**src/rtl/core/lpda_pkg.sv**
```systemverilog
package lpda_pkg;

  localparam int LANES_DEF      = 4;
  localparam int INDEX_BITS_DEF = 8;
  // operand pairs that one input word carries
  localparam int IN_LANES       = 4;
  localparam int DATA_W         = 32;
  localparam int LCNT_W         = 3;
  // result queue, power of two
  localparam int FIFO_DEPTH     = 4;
  localparam int PTR_W          = $clog2(FIFO_DEPTH);
  localparam int CNT_W          = $clog2(FIFO_DEPTH + 1);

  localparam logic OP_WRITE = 1'b0;
  localparam logic OP_ACC   = 1'b1;

  typedef struct packed {
    logic valid;
    logic last;
  } ctrl_t;

endpackage

```
**src/rtl/core/lpda_merge.sv**
```systemverilog
module lpda_merge #(
  parameter int NUM = lpda_pkg::LANES_DEF
) (
  input  logic                        clk,
  input  logic                        rst,
  input  lpda_pkg::ctrl_t             s1,
  input  logic [lpda_pkg::DATA_W-1:0] lane_prod [NUM],
  output logic                        push,
  output logic [lpda_pkg::DATA_W-1:0] push_data,
  output logic [1:0]                  pend
);

  lpda_pkg::ctrl_t             s2;
  logic [lpda_pkg::DATA_W-1:0] part;
  logic [lpda_pkg::DATA_W-1:0] part_next;
  logic [lpda_pkg::DATA_W-1:0] acc;
  logic [lpda_pkg::DATA_W-1:0] acc_sum;

  always_comb begin
    part_next = '0;
    for (int k = 0; k < NUM; k++) begin
      part_next = part_next + lane_prod[k];
    end
  end

  always_ff @(posedge clk) begin
    if (rst) begin
      s2 <= '0;
    end else begin
      s2 <= s1;
    end
    part <= part_next;
  end

  assign acc_sum   = acc + part;
  assign push      = s2.valid & s2.last;
  assign push_data = acc_sum;

  always_ff @(posedge clk) begin
    if (rst) begin
      acc <= '0;
    end else if (s2.valid) begin
      acc <= s2.last ? '0 : acc_sum;
    end
  end

  // results still on their way to the queue
  assign pend = {1'b0, s1.valid & s1.last} + {1'b0, s2.valid & s2.last};

endmodule

```
**config.mk**
```make
export PLATFORM = sky130hd
export DESIGN_NAME = lpda_merge
export DESIGN_NICKNAME = d
export VERILOG_FILES = /design/src/rtl/core/lpda_pkg.sv /design/src/rtl/core/lpda_merge.sv
export SDC_FILE = /design/constraint.sdc
export NUM_CORES = 1
export LEC_CHECK = 0
export ABC_AREA = 1
export BUFFER_PORTS_ARGS = -buffer_cell sky130_fd_sc_hd__buf_2
export CORE_ASPECT_RATIO = 1.5
export CORE_MARGIN = 8
export CORE_UTILIZATION = 28
export DETAILED_ROUTE_END_ITERATION = 12
export SKIP_LAST_GASP = 1
export SYNTH_ARGS = -nofsm -noshare
export SYNTH_HDL_FRONTEND = slang
export SYNTH_SLANG_ARGS = --single-unit
```
**constraint.sdc**
```tcl
create_clock -name clk -period 3.4 [get_ports clk]
set_input_delay 0 -clock clk [delete_from_list [all_inputs] [get_ports clk]]
set_output_delay 0 -clock clk [all_outputs]
set_load 0.01 [all_outputs]
```
After elaboration in Yosys (flattened, before gate mapping). Cells that the tools add are included.

Flip-flop bits (word level): 66. Output and inout port bits: 35.

Bitwise operators: 2. Add/subtract/negate cells: 5. Multiplexer cells: 1.

Operators by type and width (number): adder 32 bit (4); two-way mux 32 bit (1); adder 1 x 1 -> 2 bit (1); AND 1 bit (2).

Depth between registers and ports, before layout.
Word-level depth: 3. Depth in mapped cells: 17. Mapped depth without buffers: 17.

Least setup slack after synthesis. OpenSTA, ideal clock, no wires.

Kind: input to register. Start point: input port lane_prod[1] in the netlist's numbering. End point: register part[25] in the netlist's numbering. Setup slack: 0.890 ns. Setup time: 0.120 ns. Data arrival time: 2.390 ns. Stages on the path: 12. Path through: fa_1 -> fa_1 -> ha_1 -> fa_1 -> nand2_1 -> nand2_1 -> o21ai_2 -> inv_1 -> a21oi_1 -> or2_1 -> nand3_1 -> xor2_1.

Word-level cells in the longest chain between the ends: 1.

Ends and longest elaborated chain: from (decl) (RTL line lpda_merge.sv:7) `input logic [lpda_pkg::DATA_W-1:0] lane_prod [NUM],`; adder 32 bit (RTL line lpda_merge.sv:22) `part_next = part_next + lane_prod[k];`; named net part_next (one bit) (RTL line lpda_merge.sv:15) `logic [lpda_pkg::DATA_W-1:0] part_next;`; to (signal assigned) (RTL line lpda_merge.sv:32) `part <= part_next;`; to (decl) (RTL line lpda_merge.sv:14) `logic [lpda_pkg::DATA_W-1:0] part;`.

The timed path passes the listed nets, and every way through them passes these cells. A chain may end at the register's enable or synchronous reset.

Worst setup path in the final report.
Start point: input port lane_prod[1] in the netlist's numbering. End point: register part[31] in the netlist's numbering.

The elaborated chain is that of the path after synthesis.

==> insert_results.sql <==
INSERT INTO impl_metrics (metric_group, metric, value, unit) VALUES
('die', 'die-area', '0.03378', 'sq mm'),
('setup_path', 'ff2ff_setup_slack', '1.29', 'ns'),
('finish', 'antenna_cells', '0', ''),
('die', 'starting_density_of_the_core', '28.28', '%'),
('clocking', 'post_cts_resize_count', '0', ''),
('yosys', 'syn-cell-area', '0.007855', 'sq mm'),
('sta', 'final.setup.tns', '0', 'ns'),
('grt', 'globalRouteTotalUtil', '13.82', '%'),
('pwr', 'net-switching-power', '3.222', 'mW'),
('pwr', 'power_density', '678.6', 'mW/mm^2'),
('die', 'top_level_ports', '167', ''),
('pwr', 'comb_power_share', '66.9', '%'),
('placed_design', 'finalWeightedCongestion', '0.8719', ''),
('yosys', 'synth_seq_area_share', '16.82', '%'),
('finish', 'area_growth_syn_to_layout', '19.89', '%'),
('sta', 'transition_time_at_the_pin_with_the_least_slew_margin', '0.7803', 'ns'),
('sta', 'fin_crit', '2.546', 'ns'),
('finish', 'num-nets-final', '1646', ''),
('clocking', 'cts.root.buffer_cell', 'clkbuf_16', ''),
('drt', 'routed_wire_length_per_instance', '13.03', 'um'),
('pwr', 'power.internal', '3.169', 'mW'),
('yosys', 'synthDistinctLibCells', '30', ''),
('drt', 'drtPass1Iterations', '5', ''),
('sta', 'final.period_utilization', '74.89', '%'),
('grt', 'grt_overflow_total', '0', ''),
('worst_hold_path', 'hold_path.class', 'in -> reg', ''),
('drt', 'drt_first_iter_violations', '236', ''),
('die', 'placementRows', '75', ''),
('finish', 'utilization', '33.91', '%'),
('yosys', 'synth.area.top_cells', 'dfxtp_1, nand2_1, fa_1, inv_1, ha_1', ''),
('yosys', 'synthFlopType', 'dfxtp_1', ''),
('clocking', 'number_of_buffers_inserted_during_clock_tree_synthesis', '9', ''),
('yosys', 'syn_inst', '1216', ''),
('setup_path', 'reg2reg_depth', '13', ''),
('setup_path', 'crit_cells', '17', ''),
('placed_design', 'place_hpwl', '20140', 'um'),
('clocking', 'ctsLongestPathBuffers', '2', ''),
('setup_path', 'critical_path_arrival', '2.77', 'ns'),
('pwr', 'peakVddDrop', '222.7', 'uV'),
('pwr', 'switching_share', '50.41', '%'),
('pwr', 'seq_power_share', '18.9', '%'),
('setup_path', 'critical_path.top_delay_family', 'adder cells', ''),
('clocking', 'clk_transition_reported_paths', '0.06', 'ns'),
('drt', 'drt-total-wl', '22640', 'um'),
('die', 'core', '0.02778', 'sq mm'),
('sta', 'minimum_setup_slack_in_the_final_design', '0.8538', 'ns'),
('flow_run', 'maxCapViolCount', '0', ''),
('setup_path', 'crit_path_max_incr_delay', '0.55', 'ns'),
('grt', 'grt_first_pass_wirelength', '37830', 'um'),
('yosys', 'netlist_top_cells_count', 'nand2_1, inv_1, a21oi_1', ''),
('sta', 'report.final.hold_viol_count', '0', ''),
('finish', 'final_layout_size_suffix_gt1_share', '14.66', '%'),
('placed_design', 'port_buffers', '166', ''),
('yosys', 'most_area_hungry_cell_type_in_the_yosys_netlist', 'dfxtp_1', ''),
('sta', 'setup_repair_after_global_routing_missed_its_margin', 'false', ''),
('yosys', 'edff_count_synth', '0', ''),
('pwr', 'leakage', '5.476', 'nW'),
('grt', 'grt_start_max_net_pins', '35', ''),
('setup_path', 'path_cells', 'buf_2, fa_1, fa_1, ha_1, fa_1, nand2_1, nand2_1, o21ai_2, o21ai_2, nand2_1, nand2_1, nand2_1, nand2_1, nand2_1, nand2_1, nand2_1, nand2_1', ''),
('drt', 'post_drt_via_cell_ratio', '4.308', ''),
('yosys', 'ys.warnings.count', '0', ''),
('setup_path', 'path_class', 'in -> reg', ''),
('grt', 'first_global_vias', '8220', ''),
('drt', 'detailroute.via_count', '7487', ''),
('yosys', 'yosys.cell_count.top_type', 'nand2_1', ''),
('die', 'die_w', '152.8', 'um'),
('pwr', 'clock_power_share', '14.2', '%'),
('clocking', 'cts.htree.levels', '3', ''),
('yosys', 'syn-mean-instance-area', '6.460', 'sq um'),
('clocking', 'cts_tree', 'built', ''),
('run_status', 'status', 'completed', '');
-- final timing paths --
path                                    start        to
worst max-delay path             lane_prod[1]  part[31]
worst min-delay path            lane_prod[64]   part[0]
worst max register to register         acc[0]   acc[24]
worst min register to register        acc[12]   acc[12]
-- routing by layer --
layer,track usage (%),vias to the layer above,share of wire [%]
met5,0,-,0
met4,6.470,0,3.5
li1,-,3975,-
met2,28.76,138,57
met3,1.112,35,1.9
met1,13.17,3339,37
-- flip-flops by register name, indices dropped and copies added, names as in the netlist --
register / count
part: 32
s2: 2
acc: 32
-- through the flow --
stage                     hold slack, ns  area (sq um)
after floorplan                   0.1070          7855
after global placement            0.2218          9102
after detailed placement          0.2264          9102
after CTS                        0.04319          9418
after global routing             0.05842          9418
final                            0.04840          9418
-- cell families after synthesis --
logic type / Yosys count / share of synthesized area, %
xor gates and xnor gates: 42 / 5.065
DFF: 66 / 16.82
and+or+nand+nor: 532 / 27.97
buffers and inverters: 323 / 15.45
AOI/OAI and AO/OA: 127 / 8.601
adders and majority gates: 126 / 26.09
-- cell type report --
class                   count  area (sq um)
fillers                  3077         18360
multi-input cells         827          5328
flip-flops and latches     66          1321
inverters                 313          1175
repair buffers            171         875.8
well taps                 346         432.9
clock buffers              10         229.0
clock inverters             5         56.30
-- power groups by stage --
stage | logic [mW] | clock network, mW | registers (mW)
floorplan | 2.99 | 0 | 1.14
global placement | 4.32 | 0 | 1.23
detailed placement | 4.33 | 0 | 1.22
CTS | 4.36 | 0.932 | 1.21
global route | 4.88 | 0.962 | 1.23
finish | 4.28 | 0.908 | 1.21
-- worst reg2reg max path, delay by kind of cell, from the launching register on --
kind / cells / cell delay [ns]
compound gates: 1 / 0.15
simple gates: 10 / 0.94
flops: 1 / 0.31
fa+ha+maj: 2 / 0.63
-- cell usage in the layout, fill, tap and decap left out, types with 2 or more instances in the layout --
cell type      Yosys  layout
nand2_1          350     350
inv_1            312     312
buf_2              1     166
a21oi_1           92      92
nor2_1            76      75
dfxtp_1           66      66
fa_1              63      63
ha_1              63      63
nand3_1           57      57
xor2_1            27      27
o21ai_0           20      20
and2_1            16      16
xnor2_1           11      11
clkbuf_16          0       9
nor3_1             8       8
nand2_2            8       8
a21o_1             6       6
o21bai_1           4       4
nand4_1            4       4
nand3b_1           4       4
xor2_2             4       4
nor2_2             3       3
dlygate4sd3_1      0       3
o21ai_2            2       2
nor4_1             2       2
o21a_1             2       2
nor3_2             2       2
clkinv_2           0       2
buf_4              0       2
-- timing repair --
| action | 4_1_cts | 5_1_grt |
|---|---|---|
| setup endpoints to repair | 0 | 0 |
| hold buffers | 3 | 0 |
| hold endpoints to repair | 3 | 0 |
| buffers inserted | 0 | 0 |
(Power assumes the default switching activity.)
