[src/rtl/core/lpda_pkg.sv]
package lpda_pkg;

  localparam int LANES_DEF      = 4;
  localparam int INDEX_BITS_DEF = 8;
  // operand pairs that one input word carries
  localparam int IN_LANES       = 4;
  localparam int DATA_W         = 32;
  localparam int LCNT_W         = 3;
  // result queue, power of two
  localparam int FIFO_DEPTH     = 4;
  localparam int PTR_W          = $clog2(FIFO_DEPTH);
  localparam int CNT_W          = $clog2(FIFO_DEPTH + 1);

  localparam logic OP_WRITE = 1'b0;
  localparam logic OP_ACC   = 1'b1;

  typedef struct packed {
    logic valid;
    logic last;
  } ctrl_t;

endpackage

[src/rtl/core/lpda_fifo.sv]
module lpda_fifo (
  input  logic                           clk,
  input  logic                           rst,
  input  logic                           push,
  input  logic [lpda_pkg::DATA_W-1:0]    push_data,
  input  logic                           out_stall,
  output logic                           out_valid,
  output logic [lpda_pkg::DATA_W-1:0]    out_data,
  output logic [lpda_pkg::CNT_W-1:0]     count
);

  logic [lpda_pkg::DATA_W-1:0] mem [lpda_pkg::FIFO_DEPTH];
  logic [lpda_pkg::PTR_W-1:0]  wr_ptr;
  logic [lpda_pkg::PTR_W-1:0]  rd_ptr;
  logic                        pop;

  function automatic logic [lpda_pkg::CNT_W-1:0] CNT_ONE(input logic b);
    CNT_ONE = {{(lpda_pkg::CNT_W-1){1'b0}}, b};
  endfunction

  assign out_valid = (count != '0);
  assign out_data  = mem[rd_ptr];
  assign pop       = out_valid & ~out_stall;

  always_ff @(posedge clk) begin
    if (push) begin
      mem[wr_ptr] <= push_data;
    end
  end

  always_ff @(posedge clk) begin
    if (rst) begin
      wr_ptr <= '0;
      rd_ptr <= '0;
      count  <= '0;
    end else begin
      if (push) begin
        wr_ptr <= wr_ptr + 1'b1;
      end
      if (pop) begin
        rd_ptr <= rd_ptr + 1'b1;
      end
      count <= count + CNT_ONE(push) - CNT_ONE(pop);
    end
  end

  a_no_overflow: assert property (@(posedge clk) disable iff (rst)
    !(push && !pop && count == lpda_pkg::CNT_W'(lpda_pkg::FIFO_DEPTH)))
    else $error("result queue overflow");

  a_drop_only_on_pop: assert property (@(posedge clk) disable iff (rst)
    $fell(out_valid) |-> $past(pop))
    else $error("queued word lost without a pop");

  a_head_holds: assert property (@(posedge clk) disable iff (rst)
    (out_valid && out_stall) |=> (out_valid && $stable(rd_ptr)))
    else $error("head word moved while stalled");

endmodule

[config.mk]
export PLATFORM = sky130hd
export DESIGN_NAME = lpda_fifo
export DESIGN_NICKNAME = d
export VERILOG_FILES = /design/src/rtl/core/lpda_pkg.sv /design/src/rtl/core/lpda_fifo.sv
export SDC_FILE = /design/constraint.sdc
export NUM_CORES = 1
export LEC_CHECK = 0
export BUFFER_PORTS_ARGS = -buffer_cell sky130_fd_sc_hd__buf_2
export CORE_UTILIZATION = 29
export DETAILED_ROUTE_END_ITERATION = 8
export GPL_TIMING_DRIVEN = 1
export PLACE_DENSITY = 0.52
export SLEW_MARGIN = 40
export SYNTH_ARGS = -nofsm -noshare
export SYNTH_HDL_FRONTEND = slang
export SYNTH_SLANG_ARGS = --single-unit
[constraint.sdc]
create_clock -name clk -period 2.03 [get_ports clk]
set_clock_uncertainty 0.15 [all_clocks]
set_input_delay 0.1015 -clock clk [delete_from_list [all_inputs] [get_ports clk]]
set_output_delay 0.1015 -clock clk [all_outputs]
set_load 0.1 [all_outputs]
; ---- Yosys cells after proc, flatten, opt, wreduce, memory -nomap -nowiden
; Memory sizes are Yosys's and may differ from the RTL's. A register that Yosys moved wholly into a read port is not among the register bits.
; Index checks and enable logic that the tools add are counted.
[op_classes]
magnitude_cmp = 0
n_shift = 0
addsub = 4
eq_ne = 0
n_reduce_logical = 1
mul = 0
div = 0
mux = 4
n_bitwise = 2
[op_table]
columns = cell, count
row1 = "2-bit by 1-bit adder with 2-bit output, second input constant", 2
row2 = 2-bit two-way mux, 2
row3 = 3-bit by 1-bit adder with 3-bit output, 1
row4 = 3-bit nonzero test, 1
row5 = 3-bit by 1-bit subtractor with 3-bit output, 1
row6 = 1-bit two-way mux, 2
row7 = 1-bit bitwise AND, 1
row8 = 1-bit NOT, 1
[totals]
n_memories = 1
register_bits = 7
output_inout_bits = 36
ram_bits = 128
latch_bits = 0
rom_bits = 0
[mem_list]
columns = memory, depth, width, read_ports, rd_clocked_by_memory_dff, write_ports, line_no
row1 = mem, 4, 32, 1, 1, 1, lpda_fifo.sv:12  ; logic [lpda_pkg::DATA_W-1:0] mem [lpda_pkg::FIFO_DEPTH];

; ---- Longest topological paths before layout
; Gate-level depths: netlist of run 1.
[depth]
word_depth = 4
depth_mapped = 9
mapped_depth_nobuf = 9

; ---- Worst setup path before layout of run 1
; Ideal clock, no wire load.
[synth_path]
kind = flip-flop to flip-flop
startpoint = register count[1] in the netlist's numbering
endpoint = register count[2] in the netlist's numbering
t_arrival_ns = 2.324
n_path_buf = 0
setup_time_ns = 0.126
stages_incl_launch_ff = 10
path_slack_ns = -0.570
synth_period_minus_slack_ns = 2.600
cell_sequence = dfxtp_1 > nor3_2 > nor2_1 > ha_1 > inv_1 > ha_1 > fa_1 > xnor2_1 > xnor2_1 > nor2_1
[synth_between]
elab_chain_len = 3
word_cells_on_any_way = 4
classes_between = add/sub: 2 / bitwise: 1 / reduce/logical: 1
[synth_lines]
columns = item, line_no
row1 = from (decl), lpda_fifo.sv:9  ; output logic [lpda_pkg::CNT_W-1:0] count
row2 = from (signal assigned), lpda_fifo.sv:43  ; count <= count + CNT_ONE(push) - CNT_ONE(pop);
row3 = 3-bit nonzero test, lpda_fifo.sv:21  ; assign out_valid = (count != '0);
row4 = 1-bit bitwise AND, lpda_fifo.sv:23  ; assign pop = out_valid & ~out_stall;
row5 = via pop, lpda_fifo.sv:15  ; logic pop;
row6 = 3-bit by 1-bit subtractor with 3-bit output, lpda_fifo.sv:43
; The timed path passes the listed nets, and every way through them passes these cells.
; A chain may end at the register's enable or synchronous reset.

; ---- Worst setup path after layout of run 1
[layout_path]
startpoint = register count[0] in the netlist's numbering
endpoint = register count[2] in the netlist's numbering
; The elaborated chain is that of the path after synthesis.

==> impl_metrics.prom, run 1 <==
# TYPE chip_impl_metric gauge
chip_impl_info{name="run_status",value="complete, but fails checks"} 1
chip_impl_info{name="violations_in_the_final_reports",value="negative setup slack"} 1
chip_impl_metric{name="drt_iter0_markers",unit=""} 130
chip_impl_info{name="critical_path.endpoint_type",value="flop"} 1
chip_impl_metric{name="fin_ws",unit="ns"} -0.0422
chip_impl_metric{name="postSynthCellCount",unit=""} 214
chip_impl_metric{name="antenna-diode-count",unit=""} 0
chip_impl_metric{name="clk_transition_reported_paths",unit="ns"} 0.06
chip_impl_metric{name="vdd.ir_drop.worst",unit="V"} 0.000597
chip_impl_metric{name="period_minus_slack",unit="ns"} 2.07
chip_impl_metric{name="antenna_violation_net_count_after_detailed_routing",unit=""} 0
chip_impl_metric{name="grt_start_max_net_pins",unit=""} 33
chip_impl_metric{name="chipHeight",unit="µm"} 135
chip_impl_metric{name="core-area",unit="mm²"} 0.0172
chip_impl_metric{name="timing.hold.ws",unit="ns"} 0.289
chip_impl_info{name="post-synth-top-count-cell",value="sky130_fd_sc_hd__edfxtp_1"} 1
chip_impl_metric{name="groute.usage.overall",unit=""} 0.114
chip_impl_metric{name="post_synth_instance_area",unit="mm²"} 0.00511
chip_impl_metric{name="flops_latches_synth",unit=""} 137
chip_impl_metric{name="cts_made_buffers",unit=""} 17
chip_impl_metric{name="achievable-frequency",unit="MHz"} 483
chip_impl_metric{name="r2r_slack",unit="ns"} -0.04
chip_impl_metric{name="drv_cap",unit=""} 0
chip_impl_info{name="worst_r2r_startpoint",value="count[0]"} 1
chip_impl_metric{name="synth_cell_type_count",unit=""} 22
chip_impl_metric{name="timing.final.hold_violations",unit=""} 0
chip_impl_info{name="critical_path.startpoint_type",value="flop"} 1
chip_impl_info{name="top_ff_cell_synth",value="sky130_fd_sc_hd__edfxtp_1"} 1
chip_impl_metric{name="synth_area_per_cell",unit="µm²"} 23.9
chip_impl_metric{name="report.power.total",unit="mW"} 9.53
chip_impl_metric{name="totalWireLength",unit="mm"} 9.74
chip_impl_metric{name="wire_per_inst",unit="µm"} 16.7
chip_impl_metric{name="power-per-cell-area",unit="mW/mm²"} 1350
chip_impl_info{name="cts_tree",value="yes"} 1
chip_impl_info{name="timing.critical_path.to",value="count[2]"} 1
chip_impl_metric{name="cts_max_path_buffers",unit=""} 2
chip_impl_info{name="synth.top_cells.by_count",value="sky130_fd_sc_hd__edfxtp_1 (128), sky130_fd_sc_hd__mux4_2 (30), sky130_fd_sc_hd__dfxtp_1 (9)"} 1
chip_impl_metric{name="edff_count_synth",unit=""} 128
chip_impl_metric{name="first_pass_iters",unit=""} 5
chip_impl_metric{name="buffer_ports.inserted",unit=""} 71
chip_impl_metric{name="critPathRequiredTime",unit="ns"} 2.17
chip_impl_metric{name="critical_path_maximum_fanout",unit=""} 3
chip_impl_metric{name="synth_fp_nets",unit=""} 257
chip_impl_info{name="rsz_0062_raised_after_global_routing",value="true"} 1
chip_impl_info{name="terminus_of_the_critical_flop_to_flop_path",value="count[2]"} 1
chip_impl_metric{name="h-tree-depth",unit=""} 4
chip_impl_metric{name="power_leakage",unit="nW"} 2.44
chip_impl_metric{name="synthDominantCellAreaShare",unit=""} 0.752
chip_impl_metric{name="initial_core_util",unit=""} 0.297
chip_impl_metric{name="yosysSeqAreaShare",unit=""} 0.787
chip_impl_metric{name="finalNonFillerCells",unit=""} 583
chip_impl_metric{name="synthArstFlopShare",unit=""} 0
chip_impl_metric{name="die_w",unit="µm"} 135
chip_impl_metric{name="dp_hpwl",unit="mm"} 5.50
chip_impl_metric{name="timing.final.crit_share",unit=""} 1.02
chip_impl_metric{name="drive_gt1_frac",unit=""} 0.439
chip_impl_metric{name="detail_route.vias_per_cell",unit=""} 4.25
chip_impl_metric{name="number_of_global_route_vias_before_repair",unit=""} 2594
chip_impl_metric{name="worst-slew-pin-transition",unit="ns"} 0.536
chip_impl_metric{name="yosys_warnings",unit=""} 0
chip_impl_metric{name="place.detailed.instances",unit=""} 511
chip_impl_metric{name="setup-violations-final",unit=""} 17
chip_impl_metric{name="overflow",unit=""} 0
chip_impl_metric{name="nets",unit=""} 388
chip_impl_info{name="hold_path_class",value="input port to flop"} 1
chip_impl_metric{name="floorplan.rows",unit=""} 48
chip_impl_info{name="synth.area.top_cells",value="sky130_fd_sc_hd__edfxtp_1 (75%), sky130_fd_sc_hd__mux4_2 (13%), sky130_fd_sc_hd__dfxtp_1 (3.5%)"} 1
chip_impl_metric{name="synthToLayoutAreaGrowth",unit="%"} 37.9
chip_impl_metric{name="first_pass_grt_wire_length",unit="mm"} 14.6
chip_impl_metric{name="antenna_found_initial",unit=""} 0
chip_impl_metric{name="post-place-ws",unit="ns"} -0.0476
chip_impl_metric{name="fill_cells",unit=""} 1542
chip_impl_metric{name="place.gp.congestion",unit=""} 0.636
chip_impl_metric{name="final_max_slew_viol_count",unit=""} 0
chip_impl_metric{name="clk-insertion-delay-late",unit="ns"} 0.41
chip_impl_metric{name="drcViolationCount",unit=""} 0
chip_impl_info{name="clock_tree.root_cell",value="sky130_fd_sc_hd__clkbuf_16"} 1
chip_impl_info{name="post-synth-top-area-cell",value="sky130_fd_sc_hd__edfxtp_1"} 1
chip_impl_metric{name="worst_ep_arrival_time",unit="ns"} 2.21
chip_impl_metric{name="timing.reg2reg.worst_path_depth",unit=""} 9
chip_impl_info{name="startpoint",value="count[0]"} 1
chip_impl_metric{name="vias",unit=""} 2476
chip_impl_metric{name="cts_num_sinks",unit=""} 137
chip_impl_metric{name="fp.dieArea",unit="mm²"} 0.0182
chip_impl_metric{name="design.portCount",unit=""} 72
chip_impl_info{name="worst-setup-path-type",value="flop to flop"} 1
chip_impl_metric{name="slew_headroom",unit=""} 0.643
==> layer usage <==
metal / vias up / part of all wire / routed length (µm) / track usage
met3: 10 / 0.038 / 371 / 0.0357
li1: 1150 / - / - / -
met4: 0 / 0.014 / 133 / 0.0543
met1: 1261 / 0.44 / 4320 / 0.141
met5: - / 0 / 0 / 0
met2: 55 / 0.50 / 4910 / 0.182
==> cell usage in the layout (no fill, tap or decap), types with 4 or more instances in the layout <==
cell type                       instances
sky130_fd_sc_hd__edfxtp_1             128
sky130_fd_sc_hd__buf_2                 39
sky130_fd_sc_hd__dlygate4sd3_1         35
sky130_fd_sc_hd__mux4_2                31
sky130_fd_sc_hd__buf_6                 29
sky130_fd_sc_hd__clkbuf_16             20
sky130_fd_sc_hd__inv_1                  7
sky130_fd_sc_hd__buf_12                 7
sky130_fd_sc_hd__buf_4                  6
sky130_fd_sc_hd__nor2_1                 5
sky130_fd_sc_hd__ha_1                   5
sky130_fd_sc_hd__dfxtp_4                4
sky130_fd_sc_hd__clkinv_1               4
sky130_fd_sc_hd__dfxtp_1                4
==> power breakdown <==
group          internal [mW]  switching, mW  total, mW
Sequential              3.28         0.0988       3.38
Clock                   1.79           1.10       2.89
Combinational           1.06           2.20       3.26
==> flip-flops by register name (all words and copies together) (netlist names), named ones only <==
signal	count
count	3
rd_ptr	2
mem	128
wr_ptr	2
==> layout make-up <==
type / count / area (µm²) / area share
clock buffers: 18 / 429 / 0.0609
clock inverters: 14 / 130 / 0.0185
inverters: 7 / 26.3 / 0.00373
multi-input cells: 62 / 993 / 0.141
flip-flops and latches: 137 / 4040 / 0.573
well taps: 225 / 282 / 0.0399
repair buffers: 120 / 1150 / 0.163
==> timing repair <==
action / in CTS / in global routing
hold buffers: 35 / 0
setup endpoints to repair: 33 / 28
buffers inserted: 1 / 1
pin swaps: 2 / 2
resized for setup: 63 / 7
hold endpoints to repair: 137 / 0
cloned: 1 / 3
==> logic make-up (layout without fill, tap and decap cells) <==
family | Yosys count | count (layout) | synth area share
compound gates | 3 | 3 | 0.00294
xor+xnor | 3 | 3 | 0.00514
fa+ha+maj | 7 | 7 | 0.0186
buf+inv | 15 | 159 | 0.0228
flops | 137 | 137 | 0.787
mux | 34 | 34 | 0.147
simple gates | 15 | 15 | 0.0169
==> through the flow <==
stage / instance area [µm²] / TNS (ns) / util
finish: 7050 / -0.238 / 0.409
detailed placement: 5820 / -0.0476 / 0.338
global route: 7050 / -2.44 / 0.409
global placement: 5820 / 0 / 0.338
floorplan: 5130 / -0.132 / -
CTS: 6970 / -0.590 / 0.404
==> worst min-delay path by stage <==
stage	slack, ns	from	end	cells after the start
detailed placement	0.17	push_data[17]	mem[2][17]	1
CTS	0.27	push_data[5]	mem[3][5]	2
global route	0.28	push_data[21]	mem[2][21]	2
floorplan	0.05	push_data[0]	mem[0][0]	0
finish	0.29	push_data[30]	mem[3][30]	2
global placement	0.17	push_data[29]	mem[0][29]	1
==> critical path: stages (launching register included) <==
cell and delay [ns]:
sky130_fd_sc_hd__dfxtp_4 0.35, sky130_fd_sc_hd__nor3_4 0.18, sky130_fd_sc_hd__nor2_1 0.06, sky130_fd_sc_hd__ha_1 0.27
sky130_fd_sc_hd__inv_1 0.04, sky130_fd_sc_hd__ha_2 0.16, sky130_fd_sc_hd__fa_2 0.35, sky130_fd_sc_hd__xnor2_2 0.14
sky130_fd_sc_hd__xnor2_1 0.18, sky130_fd_sc_hd__nor2_1 0.06
Power figures use the tool's default switching activity.
==> run 2, diff against run 1 <==
==> constraint.sdc (replaced) <==
create_clock -name clk -period 2.03 [get_ports clk]
set_clock_uncertainty 0.15 [all_clocks]
set_input_delay 0 -clock clk [delete_from_list [all_inputs] [get_ports clk]]
set_output_delay 0 -clock clk [all_outputs]
set_load 0.1 [all_outputs]
==> impl_metrics.prom, run 2 (synthesis gave the netlist of run 1 again) <==
# TYPE chip_impl_metric gauge
chip_impl_info{name="run_status",value="complete, but fails checks"} 1
chip_impl_info{name="violations_in_the_final_reports",value="negative setup slack"} 1
chip_impl_metric{name="initial_core_util",unit=""} 0.297
chip_impl_info{name="worst-setup-path-type",value="flop to flop"} 1
chip_impl_info{name="clock_tree.root_cell",value="sky130_fd_sc_hd__clkbuf_16"} 1
chip_impl_metric{name="chipHeight",unit="µm"} 135
chip_impl_metric{name="clk_transition_reported_paths",unit="ns"} 0.06
chip_impl_metric{name="design.portCount",unit=""} 72
chip_impl_metric{name="grt_start_max_net_pins",unit=""} 33
chip_impl_metric{name="largest_register_ff_count",unit=""} 128
chip_impl_info{name="hold_path_class",value="input port to flop"} 1
chip_impl_metric{name="cts_max_path_buffers",unit=""} 2
chip_impl_metric{name="fin_util",unit=""} 0.395
chip_impl_metric{name="r2r_slack",unit="ns"} -0.01
chip_impl_metric{name="vias",unit=""} 2537
chip_impl_metric{name="drive_gt1_frac",unit=""} 0.423
chip_impl_metric{name="slew_headroom",unit=""} 0.651
chip_impl_metric{name="detail_route.vias_per_cell",unit=""} 4.37
chip_impl_metric{name="place.gp.congestion",unit=""} 0.631
chip_impl_metric{name="power_leakage",unit="nW"} 2.35
chip_impl_metric{name="finalInstanceArea",unit="mm²"} 0.00682
chip_impl_metric{name="first_pass_grt_wire_length",unit="mm"} 14.9
chip_impl_metric{name="fp.dieArea",unit="mm²"} 0.0182
chip_impl_metric{name="final_max_slew_viol_count",unit=""} 0
chip_impl_metric{name="number_of_global_route_vias_before_repair",unit=""} 2721
chip_impl_metric{name="nets",unit=""} 389
chip_impl_info{name="reg.largest.list",value="mem: 128 flops, count: 3 flops"} 1
chip_impl_metric{name="floorplan.rows",unit=""} 48
chip_impl_metric{name="power-per-cell-area",unit="mW/mm²"} 1310
chip_impl_metric{name="drv_cap",unit=""} 0
chip_impl_metric{name="synthToLayoutAreaGrowth",unit="%"} 33.3
chip_impl_metric{name="timing.hold.ws",unit="ns"} 0.190
chip_impl_metric{name="buffer_ports.inserted",unit=""} 71
chip_impl_metric{name="antenna_found_initial",unit=""} 0
chip_impl_metric{name="critPathRequiredTime",unit="ns"} 2.18
chip_impl_metric{name="achievable-frequency",unit="MHz"} 490
chip_impl_metric{name="vdd.ir_drop.worst",unit="V"} 0.000540
chip_impl_metric{name="overflow",unit=""} 0
chip_impl_info{name="max_flop_register",value="mem"} 1
chip_impl_metric{name="period_minus_slack",unit="ns"} 2.04
chip_impl_info{name="cts_tree",value="yes"} 1
chip_impl_metric{name="post_dp_cell_area",unit="mm²"} 0.00583
chip_impl_metric{name="antenna_violation_net_count_after_detailed_routing",unit=""} 0
chip_impl_metric{name="first_pass_iters",unit=""} 4
chip_impl_metric{name="timing.final.crit_share",unit=""} 1.01
chip_impl_metric{name="drcViolationCount",unit=""} 0
chip_impl_info{name="critical_path.startpoint_type",value="flop"} 1
chip_impl_info{name="layout.cells.most_common",value="sky130_fd_sc_hd__edfxtp_1"} 1
chip_impl_metric{name="clk-insertion-delay-late",unit="ns"} 0.41
chip_impl_metric{name="antenna-diode-count",unit=""} 0
chip_impl_metric{name="cts_made_buffers",unit=""} 17
chip_impl_metric{name="wire_per_inst",unit="µm"} 16.4
chip_impl_metric{name="cts_num_sinks",unit=""} 137
chip_impl_metric{name="timing.final.hold_violations",unit=""} 0
chip_impl_info{name="most-common-layout-cells",value="sky130_fd_sc_hd__edfxtp_1 (128), sky130_fd_sc_hd__buf_2 (46), sky130_fd_sc_hd__dlygate4sd3_1 (40), sky130_fd_sc_hd__mux4_2 (31), sky130_fd_sc_hd__buf_4 (23)"} 1
chip_impl_metric{name="dp_hpwl",unit="mm"} 5.61
chip_impl_metric{name="groute.usage.overall",unit=""} 0.116
chip_impl_metric{name="critical_path_maximum_fanout",unit=""} 2
chip_impl_metric{name="h-tree-depth",unit=""} 4
chip_impl_metric{name="fin_ws",unit="ns"} -0.0106
chip_impl_metric{name="core-area",unit="mm²"} 0.0172
chip_impl_metric{name="worst-slew-pin-transition",unit="ns"} 0.523
chip_impl_metric{name="totalWireLength",unit="mm"} 9.49
chip_impl_info{name="critical_path.endpoint_type",value="flop"} 1
chip_impl_metric{name="setup_tns",unit="ns"} -0.0106
chip_impl_info{name="rsz_0062_raised_after_global_routing",value="true"} 1
chip_impl_metric{name="die_w",unit="µm"} 135
chip_impl_metric{name="worst_ep_arrival_time",unit="ns"} 2.19
chip_impl_metric{name="setup-violations-final",unit=""} 1
chip_impl_metric{name="drt_iter0_markers",unit=""} 106
run 2: cell types whose count changed in the layout (fill, tap and decap cells not counted), sizes merged:
cell	change
dlygate4sd3	+5
buf	-5
clkinvlp	-1
clkbuf	+3
bufinv	-2
clkinv	-1
inv	-2
run 2: power by group:
| group | internal, mW | leakage, nW | switching [mW] |
|---|---|---|---|
| registers | 3.28 | 1.25 | 0.0798 |
| logic | 0.839 | 0.866 | 2.15 |
| clock network | 1.52 | 0.235 | 1.06 |
run 2: final timing paths:
| kind | startpoint | depth (start not counted) | endpoint |
|---|---|---|---|
| max | count[2] | 9 | count[2] |
| min | push_data[2] | 2 | mem[2][2] |
| max reg2reg | count[2] | 9 | count[2] |
| min reg2reg | count[1] | 2 | count[2] |
run 2: metrics by stage:
step	total power [mW]	worst slack, ns	cells
2_1_floorplan	5.80	-0.131	214
3_3_place_gp	6.18	0.0334	511
3_5_place_dp	6.22	-0.0315	511
4_1_cts	9.00	-0.0125	580
5_1_grt	9.29	-0.0962	580
6_report	8.93	-0.0106	580
run 2: timing repair:
action                     in CTS  in global routing
setup buffers                   1                  0
hold buffers                   40                  0
resized for setup              14                 28
setup endpoints to repair      14                 15
pin swaps                       2                  0
hold endpoints to repair      137                  0
run 2: routing by layer:
layer | share of wire | vias up | GRT usage | routed length [µm]
met1 | 0.44 | 1329 | 0.137 | 4210
met2 | 0.50 | 53 | 0.190 | 4750
met5 | 0 | - | 0 | 0
met4 | 0.015 | 0 | 0.0543 | 140
met3 | 0.041 | 11 | 0.0402 | 389
li1 | - | 1144 | - | -
run 2: critical path: stages, from the launching register on:
cell and delay (ns):
sky130_fd_sc_hd__dfxtp_4 0.35, sky130_fd_sc_hd__nor3_4 0.19, sky130_fd_sc_hd__nor2_1 0.07, sky130_fd_sc_hd__ha_1 0.27, sky130_fd_sc_hd__inv_1 0.04, sky130_fd_sc_hd__ha_2 0.16
sky130_fd_sc_hd__fa_2 0.35, sky130_fd_sc_hd__xnor2_2 0.14, sky130_fd_sc_hd__xnor2_1 0.16, sky130_fd_sc_hd__nor2_1 0.05
run 2: layout make-up:
cell class	count	area [µm²]
clock buffer	20	437
clock inverter	8	55.1
fill	1562	10400
inverter	7	26.3
multi-input combinational	62	993
sequential	137	4040
tap	225	282
timing repair buffer	121	985
